==> config.mk <==
export PLATFORM = sky130hd
export DESIGN_NAME = edd_apb_regs
export DESIGN_NICKNAME = d
export VERILOG_FILES = /design/src/hdl/error_diffusion_dither_core_assert.svh /design/src/hdl/edd_pkg.sv /design/src/hdl/edd_apb_regs.sv
export SDC_FILE = /design/constraint.sdc
export NUM_CORES = 1
export LEC_CHECK = 0
export ABC_CLOCK_PERIOD_IN_PS = 800
export BUFFER_PORTS_ARGS = -buffer_cell sky130_fd_sc_hd__buf_2
export CAP_MARGIN = 20
export CORE_ASPECT_RATIO = 1.2
export CORE_MARGIN = 4
export CORE_UTILIZATION = 26
export DETAILED_ROUTE_END_ITERATION = 12
export SYNTH_ARGS = -nofsm -noshare
export SYNTH_HDL_FRONTEND = slang
export SYNTH_SLANG_ARGS = --single-unit
==> constraint.sdc <==
create_clock -name clk -period 0.8 [get_ports clk]
set_input_delay 0.04 -clock clk [delete_from_list [all_inputs] [get_ports clk]]
set_output_delay 0.04 -clock clk [all_outputs]
set_load 0.02 [all_outputs]
==> src/hdl/error_diffusion_dither_core_assert.svh <==
// Assertion macros for the error diffusion dither core.
// Included by the top level; expects clk and rst_n in scope.
`ifndef ERROR_DIFFUSION_DITHER_CORE_ASSERT_SVH
`define ERROR_DIFFUSION_DITHER_CORE_ASSERT_SVH
`ifndef ASSERT_OFF
`define EDD_ASSERT_IMP(label, a, b) \
    label: assert property (@(posedge clk) disable iff (!rst_n) (a) |-> (b)) \
        else $error("edd: same-cycle check failed");
`define EDD_ASSERT_NEXT(label, a, b) \
    label: assert property (@(posedge clk) disable iff (!rst_n) (a) |=> (b)) \
        else $error("edd: next-cycle check failed");
`else
`define EDD_ASSERT_IMP(label, a, b)
`define EDD_ASSERT_NEXT(label, a, b)
`endif
`endif

==> src/hdl/edd_pkg.sv <==
// Shared types, constants and helpers for the error diffusion dither core.
// No dependencies.
package edd_pkg;

    localparam int MAX_WIDTH  = 1024;
    localparam int MAX_HEIGHT = 1024;
    localparam int COL_W      = $clog2(MAX_WIDTH);
    localparam int ROW_W      = $clog2(MAX_HEIGHT);
    localparam int CFG_W      = 11;
    localparam int CFG_ADDR_W = 3;
    localparam int APB_DATA_W = 32;
    localparam int PIX_W      = 8;
    localparam int ERR_W      = 8;
    localparam int SUM_W      = 18;
    localparam int RECIP_W    = 19;
    localparam int GRAY_SHIFT = 28;
    localparam int SHARE_W    = 11;

    // compare width: holds a counter + 1 and any limit value
    localparam int CMP_A  = (COL_W > ROW_W) ? COL_W : ROW_W;
    localparam int CMP_W  = ((CMP_A > CFG_W) ? CMP_A : CFG_W) + 2;

    localparam logic [SUM_W-1:0] COEF_R    = SUM_W'(299);
    localparam logic [SUM_W-1:0] COEF_G    = SUM_W'(587);
    localparam logic [SUM_W-1:0] COEF_B    = SUM_W'(114);
    localparam logic [SUM_W-1:0] GRAY_RND  = SUM_W'(500);
    // ceil(2^28 / 1000), exact floor division for sums below 2^18
    localparam logic [RECIP_W-1:0] GRAY_RECIP = RECIP_W'(268436);

    localparam logic [CFG_W-1:0] LINE_WIDTH_RST   = CFG_W'(640);
    localparam logic [CFG_W-1:0] FRAME_HEIGHT_RST = CFG_W'(480);

    typedef enum logic {
        REG_LINE_WIDTH,
        REG_FRAME_HEIGHT
    } reg_idx_t;

    typedef struct packed {
        logic             has_left;
        logic             has_up;
        logic             last_col;
        logic             last_row;
        logic [COL_W-1:0] col;
    } pos_t;

    // 0 acts as 1, anything above the maximum acts as the maximum
    function automatic logic [CMP_W-1:0] limit_dim(input logic [CMP_W-1:0] v,
                                                   input logic [CMP_W-1:0] max_v);
        logic [CMP_W-1:0] r;
        if (v == '0)
            r = CMP_W'(1);
        else if (v > max_v)
            r = max_v;
        else
            r = v;
        return r;
    endfunction

endpackage

==> src/hdl/edd_apb_regs.sv <==
// APB configuration registers: line width and frame height.
// Depends on edd_pkg.
module edd_apb_regs (
    input  logic                             clk,
    input  logic                             rst_n,
    input  logic                             psel,
    input  logic                             penable,
    input  logic                             pwrite,
    input  logic [edd_pkg::CFG_ADDR_W-1:0]   paddr,
    input  logic [edd_pkg::APB_DATA_W-1:0]   pwdata,
    output logic [edd_pkg::APB_DATA_W-1:0]   prdata,
    output logic                             pready,
    output logic [edd_pkg::CFG_W-1:0]        line_width,
    output logic [edd_pkg::CFG_W-1:0]        frame_height
);
    import edd_pkg::*;

    logic [CFG_W-1:0] line_width_reg;
    logic [CFG_W-1:0] frame_height_reg;
    logic             wr_en;
    reg_idx_t         idx;

    assign wr_en  = psel && penable && pwrite;
    assign idx    = reg_idx_t'(paddr[CFG_ADDR_W-1]);
    assign pready = 1'b1;

    always_ff @(posedge clk or negedge rst_n)
    begin
        if (!rst_n)
        begin
            line_width_reg   <= LINE_WIDTH_RST;
            frame_height_reg <= FRAME_HEIGHT_RST;
        end
        else if (wr_en)
        begin
            unique case (idx)
                REG_LINE_WIDTH:   line_width_reg   <= pwdata[CFG_W-1:0];
                REG_FRAME_HEIGHT: frame_height_reg <= pwdata[CFG_W-1:0];
                default:          ;
            endcase
        end
    end

    always_comb
    begin
        unique case (idx)
            REG_LINE_WIDTH:   prdata = APB_DATA_W'(line_width_reg);
            REG_FRAME_HEIGHT: prdata = APB_DATA_W'(frame_height_reg);
            default:          prdata = '0;
        endcase
    end

    assign line_width   = line_width_reg;
    assign frame_height = frame_height_reg;

endmodule

# Word level (Yosys, flattened, before mapping)
# Index checks and enable logic that the tools add are counted.
# W data, S select, Z words.
[totals]
reg_bits = 22
n_memories = 0
rom_bits = 0
mem_bits_rw = 0
output_inout_bits = 55
latchBits = 0
word_cells = 8
[op_classes]
multipliers = 0
reduce_logical = 4
add_sub_neg = 0
shifts = 0
bitwise_logic = 1
n_lt_le_gt_ge = 0
eq_ne = 0
div_mod_pow = 0
muxes = 1
[op_table]
columns = ["op", "count"]
rows = [
  ["$pmux W32 S2", 1],
  ["$reduce_and A2 Y1", 2],
  ["$logic_and A1 B1 Y1", 2],
  ["$not A1 Y1", 1],
]

# Depth between registers and ports, before layout
# Gate-level depths: netlist of the first run.
[logic_depth]
ltp_word = 3
ltp_mapped = 3
mapped_depth_nobuf = 2

# Least setup slack after synthesis of the first run
# OpenSTA, ideal clock, no wires.
[synth_path]
kind = "reg2out"
startpoint = "register line_width_reg[7] (netlist: line_width[7])"
endpoint = "output port prdata[7] (netlist name)"
setup_slack_ns = -0.043
arrival_time_ns = 0.803
path_stages_with_launch = 2
path_cell_list = "dfstp_2 > mux2_2"
[synth_between]
elab_chain_len = 1
[synth_lines]
columns = ["element", "line_no", "rtl"]
rows = [
  ["start, declared", "edd_apb_regs.sv:18", "logic [CFG_W-1:0] line_width_reg;"],
  ["start signal, assigned", "edd_apb_regs.sv:37", "REG_LINE_WIDTH: line_width_reg <= pwdata[CFG_W-1:0];"],
  ["$pmux W32 S2", "edd_apb_regs.sv:46", "unique case (idx)"],
  ["end, declared", "edd_apb_regs.sv:11", "output logic [edd_pkg::APB_DATA_W-1:0] prdata,"],
]
# No other way between the ends. The select of a mux whose other input is x is not followed.

# Final worst setup path of the first run
[layout_path]
startpoint = "register line_width_reg[3] (netlist: line_width[3])"
endpoint = "output port prdata[3] (netlist name)"
# The elaborated chain is that of the path after synthesis.

==> flow_summary.yaml, run 1 <==
clock_tree:
  cts_buffers: 3
  root_buffer: "clkbuf_8"
  cts_tree: "built"
  cts_buffer_depth: 2
  clk_latency_ns: 0.26
  cts.sinks: 22
  htree_num_levels: 1
  path_clk_slew_ns: 0.09
worst_hold_path:
  worstHoldPathType: "primary input to flip-flop"
drt:
  first_pass_iters: 3
  route.detailed.drc: 0
  dr_total_vias: 873
  drt_iter0_drc: 30
  avgRoutedWirePerCell_um: 14.58
  wirelength_mm: 3.236
  vias_per_cell: 3.932
  ant_nets: 0
worst_setup_path:
  cp_max_fo: 2
  path_buf_inv: 1
  slowest_stage: "dfrtp_2"
  cp-start-kind: "flip-flop"
  crit_family: "flip-flops"
  crit_chain: "mux2_4 > buf_6"
  crit_type: "flip-flop to output port"
  slowest_delay_ns: 0.42
  endpoint_kind: "output port"
  crit_arrival_ns: 1.09
  required_ns: 0.76
synthesis:
  synth_most_common_cell: "buf_4"
  synth_area_leader_cell: "dfrtp_1"
  ys.flop_type: "dfrtp_1"
  synthTopCellsByCount: "buf_4, mux2_4, dfrtp_1"
  netlist_area_sq_um: 1241
  synth_edf_count: 0
  synth.yosys.warnings: 0
  avgSynthCellArea_sq_um: 14.78
  seq_area_frac_synth: 0.4496
  ys_seq_elements: 22
  synth.distinct_cells: 10
  netlist_instances: 84
  synth_top_area_frac: 0.3226
  async_flop_share: 1.000
  synth.area.top_cells: "dfrtp_1, mux2_4, buf_4"
global_routing:
  grt_pass1_vias: 1020
  antenna_found_initial: 0
  grt_pass1_wl_mm: 5.209
  grt_max_degree: 23
  gr-total-overflow: 0
  grtUsageTotal: 0.1079
place:
  place_congestion: 0.7390
  numPortBuffers: 49
  pre_cts_slack_ns: -0.1799
  dp_hpwl_mm: 2.215
  placed_cell_area_sq_um: 1630
timing:
  setup_violations: 54
  fmax_mhz: 884.8
  min_period_over_period: 1.413
  min_period_ns: 1.130
  fin_skew_ns: 0
  finalHoldWorstSlack_ns: 0.01812
  fin_ws_ns: -0.3302
  drv_slew: 0
  rsz0062_at_grt: "true"
  final-hold-violation-count: 0
die:
  initial_utilization: 0.2702
  dieArea_sq_um: 5947
  die_x_um: 71.07
  ioPinCount: 95
  coreArea_sq_um: 4594
  fp.dieH_um: 83.69
  fp-row-count: 27
power:
  leakage_nw: 1.111
  vdd_ir_drop_max_v: 0.001105
  power_density_nw_per_um2: 2492
run:
  cap_viol_max_count: 0
finish:
  n_antenna_cell: 0
  nets: 205
  synthToLayoutAreaGrowth_pct: 70.97
  drive_gt1_frac: 0.8537
  regArea_sq_um: 578.1
  nFillCells: 435
  postLayoutCellArea_sq_um: 2122
  final_core_util: 0.4619
  multi_input_area_sq_um: 614.3
run_status:
  status: "complete, but fails checks"
  violations: "setup timing"
-- stage by stage --
stage | power, W | setup TNS (ns) | cells
floorplan | 0.002928 | -0.3813 | 104
global placement | 0.003478 | -3.618 | 197
detailed placement | 0.003519 | -4.189 | 197
CTS | 0.005227 | -9.157 | 220
global route | 0.005570 | -10.98 | 222
finish | 0.005289 | -9.348 | 222
-- kinds of logic (layout without fill, tap and decap cells) --
logic type | Yosys count | in the layout | synth area share
buf+inv | 25 | 85 | 0.1552
flops | 22 | 22 | 0.4496
mux | 33 | 33 | 0.3599
other cells | 2 | 22 | 0.006051
simple gates | 2 | 2 | 0.02923
-- timing repair --
action                                  CTS  global route
resized for setup                        82            14
setup buffers                            19            11
hold buffers                              1             0
endpoints found under the setup margin   39            54
hold endpoints to repair                 16             0
-- worst register-to-register path, cell delays in order (launching register included) --
cell and delay [ns]:
dfrtp_2 0.42, buf_4 0.13, buf_6 0.11, mux2_4 0.25
-- power by group --
group          internal [W]  switching [W]  total (W)  leakage, nW
clock              0.000354       0.000357   0.000712       0.0228
combinational       0.00177        0.00117    0.00293        0.850
sequential          0.00144       0.000202    0.00164        0.238
total               0.00356        0.00173    0.00529         1.11
-- path summary, 6_finish.rpt --
check,from,to,slack (ns),depth (start not counted)
worst max-delay path,line_width[3],prdata[3],-0.33,2
worst min-delay path,pwdata[0],frame_height[0],0.02,2
worst max register to register,line_width[3],line_width[3],-0.22,3
worst min register to register,line_width[4],line_width[4],0.62,2
max in group asynchronous,rst_n,line_width[10],0.16,2
min in group asynchronous,rst_n,line_width[4],0.26,2
-- placed cells by master (no fill, tap or decap), types with 3 or more instances in the layout --
master    count
buf_6        55
mux2_4       33
conb_1       22
buf_2        17
dfrtp_2      16
dfstp_2       6
buf_4         5
clkbuf_8      3
buf_12        3
-- area by class of cell --
cell class,count,share of cell area
Timing Repair Buffer,81,0.3827
Multi-Input combinational cell,57,0.2895
Tap cell,58,0.03420
Clock buffer,4,0.02123
Sequential cell,22,0.2724
-- routing by layer --
metal / track usage / up-vias / part of all wire
met5: 0 / - / 0
li1: - / 401 / -
met3: 0.006024 / 2 / 0.041
met4: 0.03077 / 0 / 0.0093
met2: 0.2177 / 31 / 0.58
met1: 0.1162 / 439 / 0.37
No activity file was read; power rests on OpenSTA's default activity.
==> run 2, diff against run 1 <==
BUFFER_PORTS_ARGS = -buffer_cell sky130_fd_sc_hd__buf_4   (was -buffer_cell sky130_fd_sc_hd__buf_2)
CORE_MARGIN = 5   (was 4)
HOLD_SLACK_MARGIN = 0.05   (was not set)
==> flow_summary.yaml, run 2 (synthesis results as in run 1) <==
run_status:
  status: "complete, but fails checks"
  violations: "setup timing"
timing:
  setup_violations: 53
  fmax_mhz: 884.6
  min_period_ns: 1.131
  drv_slew: 0
  finalHoldWorstSlack_ns: 0.01742
  min_period_over_period: 1.413
  fin_skew_ns: 0
  rsz0062_at_grt: "true"
  setup_tns_ns: -9.761
  fin_ws_ns: -0.3305
  final-hold-violation-count: 0
power:
  p_sw_w: 0.001762
  vdd_ir_drop_max_v: 0.001044
  internal_power_w: 0.003739
  p_clk_frac: 0.127
  leakage_nw: 1.179
  pwr-share-seq: 0.300
  power_density_nw_per_um2: 2429
  p_comb_frac: 0.573
  totalPowerFinal_w: 0.005501
  p_sw_frac: 0.3203
drt:
  avgRoutedWirePerCell_um: 14.52
  drt_iter0_drc: 27
  route.detailed.drc: 0
  vias_per_cell: 3.974
  ant_nets: 0
  first_pass_iters: 2
  wirelength_mm: 3.382
  dr_total_vias: 926
finish:
  drive_gt1_frac: 0.8457
  n_antenna_cell: 0
  final_core_util: 0.4929
  nets: 216
  layout_common_cells: "buf_6, mux2_4, buf_4"
  postLayoutCellArea_sq_um: 2265
  synthToLayoutAreaGrowth_pct: 82.46
  final_common_cell: "buf_6"
  nFillCells: 403
die:
  fp-row-count: 27
  die_x_um: 73.07
  ioPinCount: 95
  initial_utilization: 0.2702
  coreArea_sq_um: 4594
  dieArea_sq_um: 6261
  fp.dieH_um: 85.69
clock_tree:
  cts.sinks: 22
  cts_tree: "built"
  hold_buffers: 4
  clk_latency_ns: 0.26
  root_buffer: "clkbuf_8"
  path_clk_slew_ns: 0.08
  cts_buffers: 3
  htree_num_levels: 1
  cts_buffer_depth: 2
place:
  place_congestion: 0.7033
  numPortBuffers: 49
  dp_hpwl_mm: 2.387
  placed_cell_area_sq_um: 1778
global_routing:
  gr-total-overflow: 0
  grt_pass1_wl_mm: 5.264
  grt_max_degree: 23
  grtUsageTotal: 0.1076
  grt_pass1_vias: 1053
  antenna_found_initial: 0
worst_hold_path:
  worstHoldPathType: "primary input to flip-flop"
worst_setup_path:
  crit_type: "flip-flop to output port"
  rr_startpoint: "frame_height[9]"
  rrSetupSlack_ns: -0.20
  required_ns: 0.76
  cp_max_fo: 3
  crit_arrival_ns: 1.09
  timing.rr.end: "frame_height[9]"
  rr_worst_depth: 3
  cp-start-kind: "flip-flop"
  critPathCapture: "prdata[8]"
  endpoint_kind: "output port"
  startpoint: "frame_height[8]"
run:
  cap_viol_max_count: 0
[run 2: power groups by stage]
| stage | Combinational (W) | Sequential, W | Clock (W) |
|---|---|---|---|
| final | 0.00315 | 0.00165 | 0.000697 |
| after global routing | 0.00332 | 0.00169 | 0.000772 |
| after CTS | 0.00305 | 0.00163 | 0.000728 |
| after detailed placement | 0.00218 | 0.00168 | 0 |
| after global placement | 0.00215 | 0.00166 | 0 |
| after floorplan | 0.000978 | 0.00195 | 0 |
[run 2: worst min-delay path by stage]
stage | from | to | cells past startpoint
floorplan | rst_n | frame_height[0] | 0
global placement | rst_n | frame_height[1] | 1
detailed placement | rst_n | frame_height[1] | 1
CTS | pwdata[3] | line_width[3] | 2
global route | pwdata[10] | frame_height[10] | 2
finish | pwdata[3] | line_width[3] | 2
[run 2: final cells by class]
cell class | count | area, sq um | area share
multi-input cells | 57 | 614.3 | 0.2713
clock buffers | 4 | 45.04 | 0.01989
flip-flops and latches | 22 | 578.1 | 0.2552
well taps | 58 | 72.57 | 0.03204
repair buffers | 92 | 954.7 | 0.4215
[run 2: worst max-delay path: stages, from the launching register on]
cell and delay, ns:
dfstp_2 0.57, mux2_4 0.15, buf_6 0.11
[run 2: stage by stage]
step / std cells / worst slack [ns]
3_5_place_dp: 202 / -0.1363
5_1_grt: 233 / -0.3602
2_1_floorplan: 104 / -0.01922
4_1_cts: 230 / -0.3231
6_report: 233 / -0.3305
3_3_place_gp: 202 / -0.1162
[run 2: what timing repair did]
item                       4_1_cts  5_1_grt
setup endpoints to repair       37       53
cloned                           0        0
setup buffers                   21       11
hold endpoints to repair        44       16
resized for setup               53       15
[run 2: layer usage]
layer / GRT usage / part of all wire / vias to the layer above
li1: - / - / 426
met1: 0.1051 / 0.33 / 463
met2: 0.2172 / 0.59 / 35
met3: 0.01641 / 0.062 / 2
met4: 0.03859 / 0.011 / 0
met5: 0 / 0 / -
==> run 3, diff against run 2 <==
BUFFER_PORTS_ARGS = not set   (was -buffer_cell sky130_fd_sc_hd__buf_4)
DONT_BUFFER_PORTS = 1   (was not set)
==> flow_summary.yaml, run 3 (synthesis results as in run 1) <==
run_status:
  status: "complete, but fails checks"
  violations: "setup timing"
finish:
  drive_gt1_frac: 0.7500
  finalNonFillerCells: 194
  n_antenna_cell: 0
  postLayoutCellArea_sq_um: 1926
  multi_input_area_sq_um: 614.3
  final_core_util: 0.4191
  regArea_sq_um: 578.1
  nets: 177
  layout_common_cells: "mux2_4, buf_6, conb_1"
  synthToLayoutAreaGrowth_pct: 55.14
  nFillCells: 427
clock_tree:
  path_clk_slew_ns: 0.08
  cts_buffer_depth: 2
  cts_tree: "built"
  cts_buffers: 3
  cts.sinks: 22
  root_buffer: "clkbuf_8"
  clk_latency_ns: 0.26
  htree_num_levels: 1
power:
  vdd_ir_drop_max_v: 0.001080
  power_density_nw_per_um2: 2597
  leakage_nw: 0.9692
drt:
  first_pass_iters: 4
  vias_per_cell: 3.979
  wirelength_mm: 3.033
  dr_total_vias: 772
  avgRoutedWirePerCell_um: 15.63
  route.detailed.drc: 0
  drt_iter0_drc: 27
  ant_nets: 0
timing:
  fmax_mhz: 957.0
  finalHoldWorstSlack_ns: 0.1878
  min_period_ns: 1.045
  fin_skew_ns: 0
  final-hold-violation-count: 0
  min_period_over_period: 1.306
  rsz0062_at_grt: "true"
  setup_tns_ns: -6.779
  fin_ws_ns: -0.2449
  setup_violations: 44
  drv_slew: 0
worst_setup_path:
  critPathCapture: "prdata[6]"
  endpoint_kind: "output port"
  slowest_delay_ns: 0.56
  cp-start-kind: "flip-flop"
  rr_startpoint: "line_width[0]"
  cp_max_fo: 3
  crit_arrival_ns: 1.00
  crit_type: "flip-flop to output port"
  cp.depth: 1
  rrSetupSlack_ns: -0.22
  crit_family: "flip-flops"
  rr_worst_depth: 3
  slowest_stage: "dfstp_2"
  path_buf_inv: 0
  timing.rr.end: "line_width[0]"
  startpoint: "frame_height[6]"
  required_ns: 0.76
  crit_chain: "mux2_4"
place:
  numPortBuffers: 0
  place_inst: 161
  place_congestion: 0.6985
  dp_hpwl_mm: 2.103
  placed_cell_area_sq_um: 1470
global_routing:
  gr-total-overflow: 0
  grt_max_degree: 23
  grt_pass1_vias: 868
  grt_pass1_wl_mm: 4.754
  grtUsageTotal: 0.09902
  antenna_found_initial: 0
die:
  fp.dieH_um: 85.69
  coreArea_sq_um: 4594
  fp-row-count: 27
  initial_utilization: 0.2702
  ioPinCount: 95
  dieArea_sq_um: 6261
  die_x_um: 73.07
worst_hold_path:
  whs_path_depth: 3
  worstHoldPathType: "primary input to flip-flop"
run:
  cap_viol_max_count: 0
## run 3: cell count changes in the layout (fill, tap and decap cells not counted)
cell	delta
buf_6	-28
buf_4	-20
dlygate4sd3_1	+8
buf_12	+1
bufinv_16	+1
clkbuf_1	-1
## run 3: report_power, final
group	internal, W	switching, W
sequential	0.00144	0.000223
combinational	0.00132	0.000992
clock	0.000668	0.000352
total	0.00343	0.00157
## run 3: metrics by stage
step                power [W]  worst slack [ns]
floorplan            0.002928          -0.01922
global placement     0.003317           0.01212
detailed placement   0.003363          0.003018
CTS                  0.004951           -0.2554
global route         0.005265           -0.2879
finish               0.005001           -0.2449
## run 3: routing by layer
layer	routed length [um]	track usage
met1	1047	0.1075
met2	1813	0.1912
met3	173	0.007034
met4	0	0.04027
met5	0	0
## run 3: repair_timing
action / in CTS / in global routing
setup endpoints to repair: 33 / 50
resized for setup: 29 / 4
hold buffers: 11 / 2
setup buffers: 14 / 2
hold endpoints to repair: 44 / 22
## run 3: worst min-delay path by stage
stage | end | start | slack [ns]
after floorplan | frame_height[0] | rst_n | -0.26
after global placement | frame_height[4] | rst_n | -0.25
after detailed placement | line_width[1] | rst_n | -0.26
after CTS | line_width[1] | rst_n | -0.55
after global routing | line_width[8] | penable | 0.18
final | line_width[3] | penable | 0.19
## run 3: cell type report
type | count | share of cell area
tap | 58 | 0.03769
sequential | 22 | 0.3002
clock inverter | 1 | 0.01559
clock buffer | 3 | 0.02144
multi-input combinational | 57 | 0.3190
timing repair buffer | 53 | 0.3060
