==> config.mk <==
export PLATFORM = sky130hd
export DESIGN_NAME = edd_diffuse
export DESIGN_NICKNAME = d
export VERILOG_FILES = /design/src/hdl/error_diffusion_dither_core_assert.svh /design/src/hdl/edd_pkg.sv /design/src/hdl/edd_diffuse.sv
export SDC_FILE = /design/constraint.sdc
export NUM_CORES = 1
export LEC_CHECK = 0
export ABC_CLOCK_PERIOD_IN_PS = 12200
export BUFFER_PORTS_ARGS = -buffer_cell sky130_fd_sc_hd__buf_4
export CORE_MARGIN = 2
export CORE_UTILIZATION = 45
export DETAILED_ROUTE_END_ITERATION = 8
export GPL_TIMING_DRIVEN = 0
export PLACE_DENSITY_LB_ADDON = 0.3
export SLEW_MARGIN = 25
export SYNTH_ARGS = -nofsm -noshare
export SYNTH_HDL_FRONTEND = slang
export SYNTH_SLANG_ARGS = --single-unit
==> constraint.sdc <==
create_clock -name vclk -period 12.2
set_input_delay 0 -clock vclk [all_inputs]
set_output_delay 0 -clock vclk [all_outputs]
set_load 0.02 [all_outputs]
==> src/hdl/error_diffusion_dither_core_assert.svh <==
// Assertion macros for the error diffusion dither core.
// Included by the top level; expects clk and rst_n in scope.
`ifndef ERROR_DIFFUSION_DITHER_CORE_ASSERT_SVH
`define ERROR_DIFFUSION_DITHER_CORE_ASSERT_SVH
`ifndef ASSERT_OFF
`define EDD_ASSERT_IMP(label, a, b) \
    label: assert property (@(posedge clk) disable iff (!rst_n) (a) |-> (b)) \
        else $error("edd: same-cycle check failed");
`define EDD_ASSERT_NEXT(label, a, b) \
    label: assert property (@(posedge clk) disable iff (!rst_n) (a) |=> (b)) \
        else $error("edd: next-cycle check failed");
`else
`define EDD_ASSERT_IMP(label, a, b)
`define EDD_ASSERT_NEXT(label, a, b)
`endif
`endif

==> src/hdl/edd_pkg.sv <==
// Shared types, constants and helpers for the error diffusion dither core.
// No dependencies.
package edd_pkg;

    localparam int MAX_WIDTH  = 1024;
    localparam int MAX_HEIGHT = 1024;
    localparam int COL_W      = $clog2(MAX_WIDTH);
    localparam int ROW_W      = $clog2(MAX_HEIGHT);
    localparam int CFG_W      = 11;
    localparam int CFG_ADDR_W = 3;
    localparam int APB_DATA_W = 32;
    localparam int PIX_W      = 8;
    localparam int ERR_W      = 8;
    localparam int SUM_W      = 18;
    localparam int RECIP_W    = 19;
    localparam int GRAY_SHIFT = 28;
    localparam int SHARE_W    = 11;

    // compare width: holds a counter + 1 and any limit value
    localparam int CMP_A  = (COL_W > ROW_W) ? COL_W : ROW_W;
    localparam int CMP_W  = ((CMP_A > CFG_W) ? CMP_A : CFG_W) + 2;

    localparam logic [SUM_W-1:0] COEF_R    = SUM_W'(299);
    localparam logic [SUM_W-1:0] COEF_G    = SUM_W'(587);
    localparam logic [SUM_W-1:0] COEF_B    = SUM_W'(114);
    localparam logic [SUM_W-1:0] GRAY_RND  = SUM_W'(500);
    // ceil(2^28 / 1000), exact floor division for sums below 2^18
    localparam logic [RECIP_W-1:0] GRAY_RECIP = RECIP_W'(268436);

    localparam logic [CFG_W-1:0] LINE_WIDTH_RST   = CFG_W'(640);
    localparam logic [CFG_W-1:0] FRAME_HEIGHT_RST = CFG_W'(480);

    typedef enum logic {
        REG_LINE_WIDTH,
        REG_FRAME_HEIGHT
    } reg_idx_t;

    typedef struct packed {
        logic             has_left;
        logic             has_up;
        logic             last_col;
        logic             last_row;
        logic [COL_W-1:0] col;
    } pos_t;

    // 0 acts as 1, anything above the maximum acts as the maximum
    function automatic logic [CMP_W-1:0] limit_dim(input logic [CMP_W-1:0] v,
                                                   input logic [CMP_W-1:0] max_v);
        logic [CMP_W-1:0] r;
        if (v == '0)
            r = CMP_W'(1);
        else if (v > max_v)
            r = max_v;
        else
            r = v;
        return r;
    endfunction

endpackage

==> src/hdl/edd_diffuse.sv <==
// Per-pixel datapath: gray divide, three clamped error shares, threshold.
// Depends on edd_pkg.
module edd_diffuse (
    input  logic [edd_pkg::SUM_W-1:0]        sum,
    input  edd_pkg::pos_t                    pos,
    input  logic signed [edd_pkg::ERR_W-1:0] upper,
    input  logic signed [edd_pkg::ERR_W-1:0] upper_left,
    input  logic signed [edd_pkg::ERR_W-1:0] left,
    output logic                             white,
    output logic signed [edd_pkg::ERR_W-1:0] err
);
    import edd_pkg::*;

    localparam int MUL_W = SUM_W + RECIP_W;

    logic [MUL_W-1:0]          gray_prod;
    logic [PIX_W-1:0]          gray;
    logic signed [SHARE_W-1:0] sh_ul;
    logic signed [SHARE_W-1:0] sh_up;
    logic signed [SHARE_W-1:0] sh_left;
    logic [PIX_W-1:0]          v1;
    logic [PIX_W-1:0]          v2;
    logic [PIX_W-1:0]          v3;

    function automatic logic signed [SHARE_W-1:0] ext(input logic signed [ERR_W-1:0] e);
        return {{(SHARE_W-ERR_W){e[ERR_W-1]}}, e};
    endfunction

    // floor(e/4 + 0.5)
    function automatic logic signed [SHARE_W-1:0] share_q(input logic signed [ERR_W-1:0] e);
        logic signed [SHARE_W-1:0] t;
        t = ext(e) + SHARE_W'(2);
        return t >>> 2;
    endfunction

    // floor(3e/8 + 0.5)
    function automatic logic signed [SHARE_W-1:0] share_te(input logic signed [ERR_W-1:0] e);
        logic signed [SHARE_W-1:0] t;
        t = (ext(e) <<< 1) + ext(e) + SHARE_W'(4);
        return t >>> 3;
    endfunction

    function automatic logic [PIX_W-1:0] add_clamp(input logic [PIX_W-1:0] v,
                                                   input logic signed [SHARE_W-1:0] s);
        logic signed [SHARE_W:0] r;
        r = $signed({{(SHARE_W+1-PIX_W){1'b0}}, v}) + {s[SHARE_W-1], s};
        if (r > $signed((SHARE_W+1)'(255)))
            return PIX_W'(255);
        else if (r < 0)
            return '0;
        else
            return r[PIX_W-1:0];
    endfunction

    assign gray_prod = MUL_W'(sum) * MUL_W'(GRAY_RECIP);
    assign gray      = gray_prod[GRAY_SHIFT +: PIX_W];

    assign sh_ul   = share_q(upper_left);
    assign sh_up   = share_te(upper);
    assign sh_left = share_te(left);

    assign v1 = (pos.has_left && pos.has_up) ? add_clamp(gray, sh_ul) : gray;
    assign v2 = pos.has_up ? add_clamp(v1, sh_up) : v1;
    assign v3 = pos.has_left ? add_clamp(v2, sh_left) : v2;

    assign white = v3[PIX_W-1];
    // v - 255 wraps to the right 8-bit signed value for white pixels
    assign err   = white ? $signed(ERR_W'(v3 - PIX_W'(255))) : $signed(v3);

endmodule

# After elaboration in Yosys (flattened, before gate mapping)

Cells that the tools add are included.

$add $sub $neg: 9
Multipliers: 1
Magnitude comparators: 6
Mux-type cells: 10
Reductions and logical operators: 1

Operators with widths:

| operator                                                                       | number |
|---|---|
| 8-bit 2-to-1 mux                                                               | 10 |
| 9-bit by 8-bit adder with 10-bit output                                        | 4 |
| 18-bit by 17-bit multiplier with 34-bit output (second input constant)         | 1 |
| 10-bit by 9-bit > comparator with 1-bit output (second input constant)         | 3 |
| 10-bit by 1-bit less-than comparator with 1-bit output (second input constant) | 3 |
| 10-bit by 4-bit adder with 11-bit output (second input constant)               | 2 |
| 9-bit by 7-bit adder with 10-bit output                                        | 1 |
| 8-bit by 3-bit adder with 9-bit output (second input constant)                 | 1 |
| 8-bit subtractor (second input constant)                                       | 1 |
| 1-bit logical AND                                                              | 1 |

Output and inout bits: 9
Flip-flop bits (word level): 0
Bits of input ports: 56

# Logic depth before layout (Yosys ltp)

Gate-level depths: netlist of run 1.

Depth after elaboration: 18
Depth in mapped cells: 51
Depth with buffers taken out: 51

# Worst setup path after synthesis of run 1

No wires, ideal clock.

Path type: input-to-output
Start: input sum[7] (netlist bit)
End: output err[6] (netlist bit)
Buffers on the path: 0
Data arrival time: 10480 ps
Setup slack: 1720 ps
Cell stages on the path: 46
Path through: ha_1 > ha_1 > fa_1 > fa_1 > fa_1 > inv_1 > fa_1 > inv_1 > ha_1 > nand3_1 > or3_1 > a211o_1 > a31oi_1 > nor2_1 > xnor2_1 > ha_1 > a21o_1 > a21oi_1 > [10 not listed] > o21ai_0 > and2_1 > and3_1 > a31oi_4 > a21boi_0 > o21ai_0 > fa_1 > a211oi_1 > nor2_1 > o31a_2 > mux2i_1 > o21a_1 > nor2_1 > nor2_1 > ha_1 > inv_1 > nor4_4 > xor2_1

Cells in the longest elaborated chain, start to end: 18
Elaborated cells on any way between the ends: 21
Those cells by class: add/sub (4); mul (1); order compare (6); mux (10)

RTL lines:

| element                                                | RTL line          | text |
|---|---|---|
| start, declared                                        | edd_diffuse.sv:4  | `input logic [edd_pkg::SUM_W-1:0] sum,` |
| 18-bit by 17-bit multiplier with 34-bit output *       | edd_diffuse.sv:55 | `assign gray_prod = MUL_W'(sum) * MUL_W'(GRAY_RECIP);` |
| 9-bit by 7-bit adder with 10-bit output                | edd_diffuse.sv:46 | `r = $signed({{(SHARE_W+1-PIX_W){1'b0}}, v}) + {s[SHARE_W-1], s};` |
| 10-bit by 1-bit less-than comparator with 1-bit output | edd_diffuse.sv:49 | `else if (r < 0)` |
| 8-bit 2-to-1 mux                                       | edd_diffuse.sv:49 |  |
| 8-bit 2-to-1 mux                                       | edd_diffuse.sv:47 | `if (r > $signed((SHARE_W+1)'(255)))` |
| 8-bit 2-to-1 mux *                                     | edd_diffuse.sv:62 | `assign v1 = (pos.has_left && pos.has_up) ? add_clamp(gray, sh_ul) : gray;` |
| 9-bit by 8-bit adder with 10-bit output                | edd_diffuse.sv:46 |  |
| 10-bit by 1-bit less-than comparator with 1-bit output | edd_diffuse.sv:49 |  |
| [2 not listed]                                         | --                |  |
| 8-bit 2-to-1 mux *                                     | edd_diffuse.sv:63 | `assign v2 = pos.has_up ? add_clamp(v1, sh_up) : v1;` |
| 9-bit by 8-bit adder with 10-bit output                | edd_diffuse.sv:46 |  |
| 10-bit by 1-bit less-than comparator with 1-bit output | edd_diffuse.sv:49 |  |
| 8-bit 2-to-1 mux                                       | edd_diffuse.sv:49 |  |
| 8-bit 2-to-1 mux                                       | edd_diffuse.sv:47 |  |
| 8-bit 2-to-1 mux *                                     | edd_diffuse.sv:64 | `assign v3 = pos.has_left ? add_clamp(v2, sh_left) : v2;` |
| 8-bit subtractor                                       | edd_diffuse.sv:68 | `assign err = white ? $signed(ERR_W'(v3 - PIX_W'(255))) : $signed(v3);` |
| 8-bit 2-to-1 mux *                                     | edd_diffuse.sv:68 |  |
| end, declared                                          | edd_diffuse.sv:10 | `output logic signed [edd_pkg::ERR_W-1:0] err` |

Every way passes the cells marked *; elsewhere a longest branch is shown, timed or not.

# Worst setup path after layout of run 1

Ends and elaborated chain as after synthesis.

==> results of run 1 <==
-- critical path: cells and delay by family --
family                     cells  cell delay [ns]
xor gates and xnor gates       2             0.44
and+or+nand+nor               13             2.60
AOI/OAI and AO/OA             14             2.84
adders and majority gates     13             4.77
buffers and inverters          6             0.58
muxes                          1             0.21
-- timing repair --
action                                  4_1_cts  5_1_grt
resized for setup                             1       20
pin swaps                                     0        5
setup buffers                                 0        2
endpoints found under the setup margin        1        8
-- through the flow --
stage	cells	worst slack (ns)	hold slack (ns)	TNS (ns)
after CTS	1071	0.133	0.641	0
final	1073	0.734	0.640	0
after global routing	1073	-0.0641	0.673	-0.0641
after floorplan	831	1.72	0.360	0
after global placement	1071	0.0614	0.638	0
after detailed placement	1071	0.0375	0.639	0
-- synthesized netlist by cell type (14+ instances only) --
| master | instances | area [um2] |
|---|---|---|
| a21o_1 | 18 | 135 |
| nand2_1 | 36 | 135 |
| nor2_1 | 40 | 150 |
| a21oi_1 | 50 | 250 |
| o21a_1 | 18 | 135 |
| inv_1 | 151 | 567 |
| xor2_1 | 14 | 123 |
| ha_1 | 195 | 2440 |
| xnor2_1 | 29 | 254 |
| fa_1 | 51 | 1020 |
| o21ai_0 | 37 | 185 |
-- report_power, final --
group          leakage [nW]  switching, W  internal [W]
clock network             0             0             0
registers                 0             0             0
logic                  3.99      0.000848      0.000618
total                  3.99      0.000848      0.000618
-- final timing paths --
check	cells past startpoint	from	end	slack, ns
max	49	sum[7]	err[6]	0.73
min	5	pos[13]	white	0.64
-- cell type report --
cell class / count / area [um2] / share of cell area
repair buffers: 54 / 405 / 0.0529
well taps: 188 / 235 / 0.0307
multi-input cells: 670 / 6390 / 0.835
inverters: 154 / 578 / 0.0755
plain buffers: 7 / 46.3 / 0.00604
-- logic make-up (layout without fill, tap and decap cells) --
| logic type | Yosys count | count (layout) | synth area share |
|---|---|---|---|
| muxes | 6 | 6 | 0.00885 |
| xor gates and xnor gates | 45 | 45 | 0.0607 |
| buffers and inverters | 161 | 215 | 0.0901 |
| and+or+nand+nor | 163 | 163 | 0.127 |
| AOI/OAI and AO/OA | 210 | 210 | 0.214 |
| adders and majority gates | 246 | 246 | 0.500 |
-- layer usage --
layer | GRT usage | vias up | part of all wire
li1 | - | 3045 | -
met1 | 0.273 | 2868 | 0.48
met2 | 0.349 | 85 | 0.49
met3 | 0.00793 | 4 | 0.026
met4 | 0.00517 | 0 | 0.0012
met5 | 0 | - | 0
==> run metrics, run 1 <==
critical path class=input pin to primary output; largest net degree at the start of global routing=11; global-route wire length before repair=roughly 27000 um; CP max FO=8; CP Launch Type=input pin; Worst EP required=approximately 12 ns; Critical Path Most Common Cell=ha_1; Via-to-Cell Ratio=around 5.6; CP Capture Type=primary output; Total Die Area=around 0.016 mm2; via count=approximately 6000; commonest non-fill, non-tap cells in the layout=ha_1, inv_1, buf_4, fa_1, a21oi_1; Crit path arrival time=roughly 11 ns; core area=0.0151 mm2; GRT overflow=0; cell area after layout=between 0.007 and 0.008 mm2; syn avg cell area=8.34 um2; maximum VDD drop=between 0.1 and 0.15 mV; row cnt=between 40 and 50; DRC violation count after routing=0; outcome=completed; YS warnings=0; commonest non-fill, non-tap cell in the layout=ha_1; Hold Buf Count CTS=0; clock buffers=0; Util after Layout=0.506; PD cells=~190 mW/mm2; slew margin rel.=0.543; register area share after synthesis=0; Seq Cell Count=0; DR WL/cell=roughly 15 um; port buffer count=between 50 and 60; Hold WC Path Type=input pin to primary output; minimum clock period=roughly 11 ns; Pre-Repair DR Iteration Count=5; cells after synthesis=831; Net count, final=between 1000 and 1500; cell area after synthesis=approximately 0.0069 mm2; Synth Net Count=~1100; layout cells sized above 1=0.118; Layout area overhead=10.6%; Die H=128 um; Fin. Hold Viols=0; slowest stage cell, crit path=fa_1; # diodes=0; Setup Viol. Count Final=0; Critical Path Max Stage Delay=0.57 ns; initial core utilization=0.457; global placement routability congestion=~0.86; FMAX=87.2 MHz; initial antenna violation count=0; I/O pin cnt=between 60 and 70; Routed Antenna Nets=0; number of global-route vias before repair=just under 6000; DP Wirelength=~14000 um; fin crit share=0.940; Worst-Margin Slew=approximately 0.68 ns; Slew Limit Fails=0; GRT Util Overall=0.194; Leak Pwr=about 4.0 nW; register area=0 um2; total power=approximately 0.0015 W; Die Wd=between 100 and 150 um; drt initial violations=around 220; WL final=15600 um; distinct cell type count after synthesis=78; placed inst area=roughly 0.0076 mm2; fill cell count=~1500; maxcap violations=0
No activity file was read; power rests on OpenSTA's default activity.
==> run 2: changes to the inputs <==
--- a/config.mk
+++ b/config.mk
@@ -10,8 +10,8 @@
 export CORE_MARGIN = 2
 export CORE_UTILIZATION = 45
 export DETAILED_ROUTE_END_ITERATION = 8
-export GPL_TIMING_DRIVEN = 0
 export PLACE_DENSITY_LB_ADDON = 0.3
+export REMOVE_ABC_BUFFERS = 1
 export SLEW_MARGIN = 25
 export SYNTH_ARGS = -nofsm -noshare
 export SYNTH_HDL_FRONTEND = slang
==> run 2 against run 1 <==
Routed wire length fell by 0.95%. Non-clock buffer count fell by 5. Hold slack got worse by 0.092 ns. Sequential share of layout area did not move. Global-route usage fell by 0.35 points. First-iteration DRC count rose by 9.6%. Power fell by 1.3%. Critical path depth fell by 1. Critical path type unchanged. Largest cell class unchanged. Highest routed layer unchanged.
==> run metrics, run 2 (same netlist as run 1, synthesis figures left out) <==
outcome=completed; maxcap violations=0 (unchanged); GRT Util Overall=0.191 (-0.00351); Total Die Area=0.0164 mm2 (unchanged); Slew Limit Fails=0 (unchanged); Worst EP required=12.20 ns (about the same); Net count, final=1184 (-0.42%); layout cells sized above 1=0.111 (-0.00615); Setup Viol. Count Final=0 (unchanged); register area=0 um2 (unchanged); Util after Layout=0.501 (-0.00421); RSZ-0062 raised after global routing=false; CP Capture Type=primary output; clock buffers=0 (unchanged); Via-to-Cell Ratio=5.49 (-1.9%); CP Launch Type=input pin; Die Wd=128 um (unchanged); commonest non-fill, non-tap cell in the layout=ha_1; Pre-Repair DR Iteration Count=4 (-1); port buffer count=52 (unchanged); Critical Path Max Stage Delay=0.56 ns (about the same); Layout area overhead=9.65%; # diodes=0 (unchanged); Critical Path Most Common Cell=ha_1; I/O pin cnt=65 (unchanged); Int Power=0.000615 W (-0.49%); WL final=15400 um (-0.95%); Worst-Margin Slew=0.653 ns (-0.0242 ns); largest net degree at the start of global routing=17 (+6); row cnt=45 (unchanged); Sw Pwr=0.000832 W (-1.8%); number of global-route vias before repair=5601 (-3.5%); cell area after layout=0.00759 mm2 (-0.83%); initial core utilization=0.457 (unchanged); commonest non-fill, non-tap cells in the layout=ha_1, inv_1, buf_4, fa_1, a21oi_1; Fin. Hold Viols=0 (unchanged); fin crit share=0.932 (-0.00756); part of the power in the clock network=0 (unchanged); switching share of power=0.575 (-0.00333); global-route wire length before repair=26100 um (-2.3%); minimum clock period=11.37 ns (-0.0923 ns); total power=0.00145 W (-1.3%); drt initial violations=239 (+9.6%); Routed Antenna Nets=0 (unchanged); maximum VDD drop=0.0726 mV (-28%); DR WL/cell=14.4 um (-0.49%); FMAX=87.9 MHz (+0.81%); Multi-input gate area=0.00636 mm2 (-0.51%); PD cells=191 mW/mm2 (-0.44%); via count=5860 (-2.4%); slowest stage cell, crit path=fa_1; DRC violation count after routing=0 (unchanged); CP max FO=8 (unchanged); GRT overflow=0 (unchanged); Seq pwr share=0 (unchanged); Hold WC Path Type=input pin to primary output; TNS Setup=0 ns (unchanged); Hold WS=0.549 ns (-0.0916 ns); Crit path arrival time=11.37 ns (-0.10 ns); DP Wirelength=13600 um (+0.33%); placed inst area=0.00752 mm2 (-0.41%); global placement routability congestion=0.869 (+1.2%); core area=0.0151 mm2 (unchanged); initial antenna violation count=0 (unchanged); Gate power share=1.000 (about the same); fill cell count=1500 (+2.8%); slew margin rel.=0.560 (+0.0174); critical path class=input pin to primary output; Die H=128 um (unchanged); Leak Pwr=3.98 nW (-0.31%); Seq Cell Count=0 (unchanged)
run 2: through the flow:
stage / instances / setup WS, ns
3_5_place_dp: 1066 / 0.419
4_1_cts: 1066 / 0.395
3_3_place_gp: 1066 / 0.580
5_1_grt: 1068 / 0.00614
2_1_floorplan: 824 / 1.72
6_report: 1068 / 0.827
run 2: final timing paths:
check     from  endpoint  slack [ns]  depth (start not counted)
min    pos[13]     white        0.55                          4
max     sum[7]    err[6]        0.83                         48
run 2: timing repair:
action / 4_1_cts / 5_1_grt
gates resized for setup: 0 / 13
hold buffers: 0 / 0
setup buffers: 0 / 2
setup endpoints to repair: 0 / 9
run 2: worst max-delay path, delay by kind of cell:
family / cells / cell delay [ns]
adders and majority gates: 13 / 4.85
AOI/OAI and AO/OA: 15 / 2.85
and+or+nand+nor: 11 / 2.46
buffers and inverters: 6 / 0.56
xor gates and xnor gates: 2 / 0.39
muxes: 1 / 0.25
run 2: layout make-up:
| cell class | count | area share |
|---|---|---|
| Inverter | 154 | 0.0761 |
| Multi-Input combinational cell | 670 | 0.838 |
| Tap cell | 188 | 0.0310 |
| Timing Repair Buffer | 56 | 0.0554 |
run 2: power groups by stage:
stage               Combinational [W]  Clock, W  Sequential [W]
detailed placement            0.00142         0               0
global route                  0.00163         0               0
finish                        0.00145         0               0
CTS                           0.00143         0               0
global placement              0.00140         0               0
floorplan                     0.00108         0               0
run 2: layer usage:
metal | vias to the layer above | track usage | share of wire
met2 | 86 | 0.335 | 0.48
met1 | 2731 | 0.273 | 0.49
met3 | 10 | 0.00292 | 0.019
li1 | 3033 | - | -
met4 | 0 | 0.0168 | 0.0071
met5 | - | 0 | 0
==> run 3: changes to the inputs <==
--- a/config.mk
+++ b/config.mk
@@ -5,6 +5,7 @@
 export SDC_FILE = /design/constraint.sdc
 export NUM_CORES = 1
 export LEC_CHECK = 0
+export ABC_AREA = 1
 export ABC_CLOCK_PERIOD_IN_PS = 12200
 export BUFFER_PORTS_ARGS = -buffer_cell sky130_fd_sc_hd__buf_4
 export CORE_MARGIN = 2
@@ -12,6 +13,7 @@
 export DETAILED_ROUTE_END_ITERATION = 8
 export PLACE_DENSITY_LB_ADDON = 0.3
 export REMOVE_ABC_BUFFERS = 1
+export SKIP_LAST_GASP = 1
 export SLEW_MARGIN = 25
 export SYNTH_ARGS = -nofsm -noshare
 export SYNTH_HDL_FRONTEND = slang
==> run 3 against run 2 <==
Combinational power decreased by 7%. Non-clock buffer count decreased by 4. Cell area increased by 3.3%. First-iteration DRC count increased by 13%. Flip-flop and latch count unchanged. Setup slack improved by 0.94 ns. Utilization decreased by 0.39 points. Critical path depth increased by 19. Critical endpoint is now err[4]. Largest cell class unchanged.
==> run metrics, run 3 <==
fill cell count=1636 (+9.1%); Die Wd=130 um (+1.9%); Post-CTS Resized=0 (unchanged); via count=6424 (+9.6%); register area=0 um2 (unchanged); RSZ-0062 raised after global routing=false; global-route wire length before repair=27800 um (+6.7%); Die H=130 um (+1.9%); commonest non-fill, non-tap cell in the layout=nand2_1; Hold Buf Count CTS=0 (unchanged); Setup Viol. Count Final=0 (unchanged); count leader, synth=nand2_1; largest net degree at the start of global routing=16 (-1); fin crit share=0.855 (-0.0770); outcome=completed; PD cells=172 mW/mm2 (-9.5%); WL final=15500 um (+0.71%); CP Launch Type=input pin; initial core utilization=0.456 (-0.00113); drt initial violations=271 (+13%); Total Die Area=0.0170 mm2 (+3.7%); hold path depth=6 (+2); layout cells sized above 1=0.0904 (-0.0209); post-synth top area share=0.339 (-0.0131); CP Capture Type=primary output; global placement routability congestion=0.900 (+3.5%); top cells by count, synth=nand2_1, inv_1, ha_1; Worst-Margin Slew=0.526 ns (-0.126 ns); core area=0.0158 mm2 (+4.1%); distinct cell type count after synthesis=40 (-49%); Multi-input gate area=0.00626 mm2 (-1.6%); clock buffers=0 (unchanged); Via-to-Cell Ratio=4.78 (-13%); number of global-route vias before repair=6223 (+11%); Pre-Repair DR Iteration Count=5 (+1); Hold WC Path Type=input pin to primary output; commonest non-fill, non-tap cells in the layout=nand2_1, inv_1, ha_1, nor2_1, nand3_1; Net count, final=1432 (+21%); DR WL/cell=11.6 um (-20%); Leak Pwr=4.75 nW (+20%); maxcap violations=0 (unchanged); DP Wirelength=14100 um (+3.6%); Synth area leader=ha_1; port buffer count=52 (unchanged); CP max FO=8 (unchanged); Critical Path Max Stage Delay=0.54 ns (-0.02 ns); Layout area overhead=9.06%; cell area after synthesis=0.00719 mm2 (+3.9%); hold_sp=pos[13]; Hold WS=0.583 ns (+0.0344 ns); initial antenna violation count=0 (unchanged); crit path from=sum[6]; Worst EP required=12.20 ns (about the same); syn avg cell area=6.67 um2 (-20%); Worst Hold Path EP=err[3]; Slew Limit Fails=0 (unchanged); maximum VDD drop=0.133 mV (+84%); register area share after synthesis=0 (unchanged); row cnt=46 (+2.2%); synth top area cells=ha_1, fa_1, nand2_1; GRT overflow=0 (unchanged); # diodes=0 (unchanged); TNS Setup=0 ns (unchanged); I/O pin cnt=65 (unchanged); Crit path arrival time=10.43 ns (-0.94 ns); GRT Util Overall=0.196 (+0.00581); minimum clock period=10.43 ns (-0.939 ns); Fin. Hold Viols=0 (unchanged); Critical Path Most Common Cell=nand2_1; FMAX=95.8 MHz (+9.0%); critical path class=input pin to primary output; Routed Antenna Nets=0 (unchanged); slew margin rel.=0.647 (+0.0864); cells after synthesis=1078 (+30%); DRC violation count after routing=0 (unchanged); YS warnings=0 (unchanged); slowest stage cell, crit path=fa_1; setup bufs post-CTS=0 (unchanged); Seq Cell Count=0 (unchanged)
==> run 3: metrics by stage <==
| step | instances | setup slack, ns | area [um2] | total power [W] | utilization |
|---|---|---|---|---|---|
| 4_1_cts | 1344 | 1.72 | 7850 | 0.00136 | 0.498 |
| 3_3_place_gp | 1344 | 1.82 | 7850 | 0.00134 | 0.498 |
| 2_1_floorplan | 1076 | 3.13 | 7190 | 0.00105 | - |
| 5_1_grt | 1344 | 0.589 | 7850 | 0.00159 | 0.498 |
| 6_report | 1344 | 1.77 | 7850 | 0.00135 | 0.498 |
| 3_5_place_dp | 1344 | 1.78 | 7850 | 0.00135 | 0.498 |
==> run 3: kinds of logic after synthesis <==
kind of cell	after synthesis	synth area share
and+or+nand+nor	457	0.277
buffers and inverters	249	0.130
adders and majority gates	246	0.481
AOI/OAI and AO/OA	97	0.0770
xor gates and xnor gates	29	0.0353
==> run 3: report_power, final <==
part           total, W  switching [W]  leakage, nW  internal (W)
logic           0.00135       0.000844         4.75      0.000509
clock network         0              0            0             0
registers             0              0            0             0
==> run 3: worst max path at each step <==
stage,depth (start not counted),end,slack [ns]
2_1_floorplan,64,err[4],3.13
5_1_grt,65,err[4],0.59
3_5_place_dp,67,err[4],1.78
6_report,67,err[4],1.77
3_3_place_gp,66,err[4],1.82
4_1_cts,67,err[4],1.72
==> run 3: routing by layer <==
| metal | routed length, um | up-vias | part of all wire | track usage |
|---|---|---|---|---|
| li1 | - | 3494 | - | - |
| met1 | 8050 | 2858 | 0.52 | 0.288 |
| met2 | 7110 | 70 | 0.46 | 0.344 |
| met3 | 339 | 2 | 0.022 | 0.00326 |
| met4 | 33 | 0 | 0.0021 | 0.00688 |
| met5 | 0 | - | 0 | 0 |
==> run 3: layout make-up <==
type                            instances  area share
Inverter                              247       0.118
Multi-Input combinational cell        829       0.798
Tap cell                              216      0.0344
Timing Repair Buffer                   52      0.0498
==> run 3: critical path: cells and delay by family <==
kind | cells | cell delay, ns
buffers and inverters | 12 | 0.91
and+or+nand+nor | 33 | 3.21
adders and majority gates | 13 | 4.63
AOI/OAI and AO/OA | 9 | 1.69
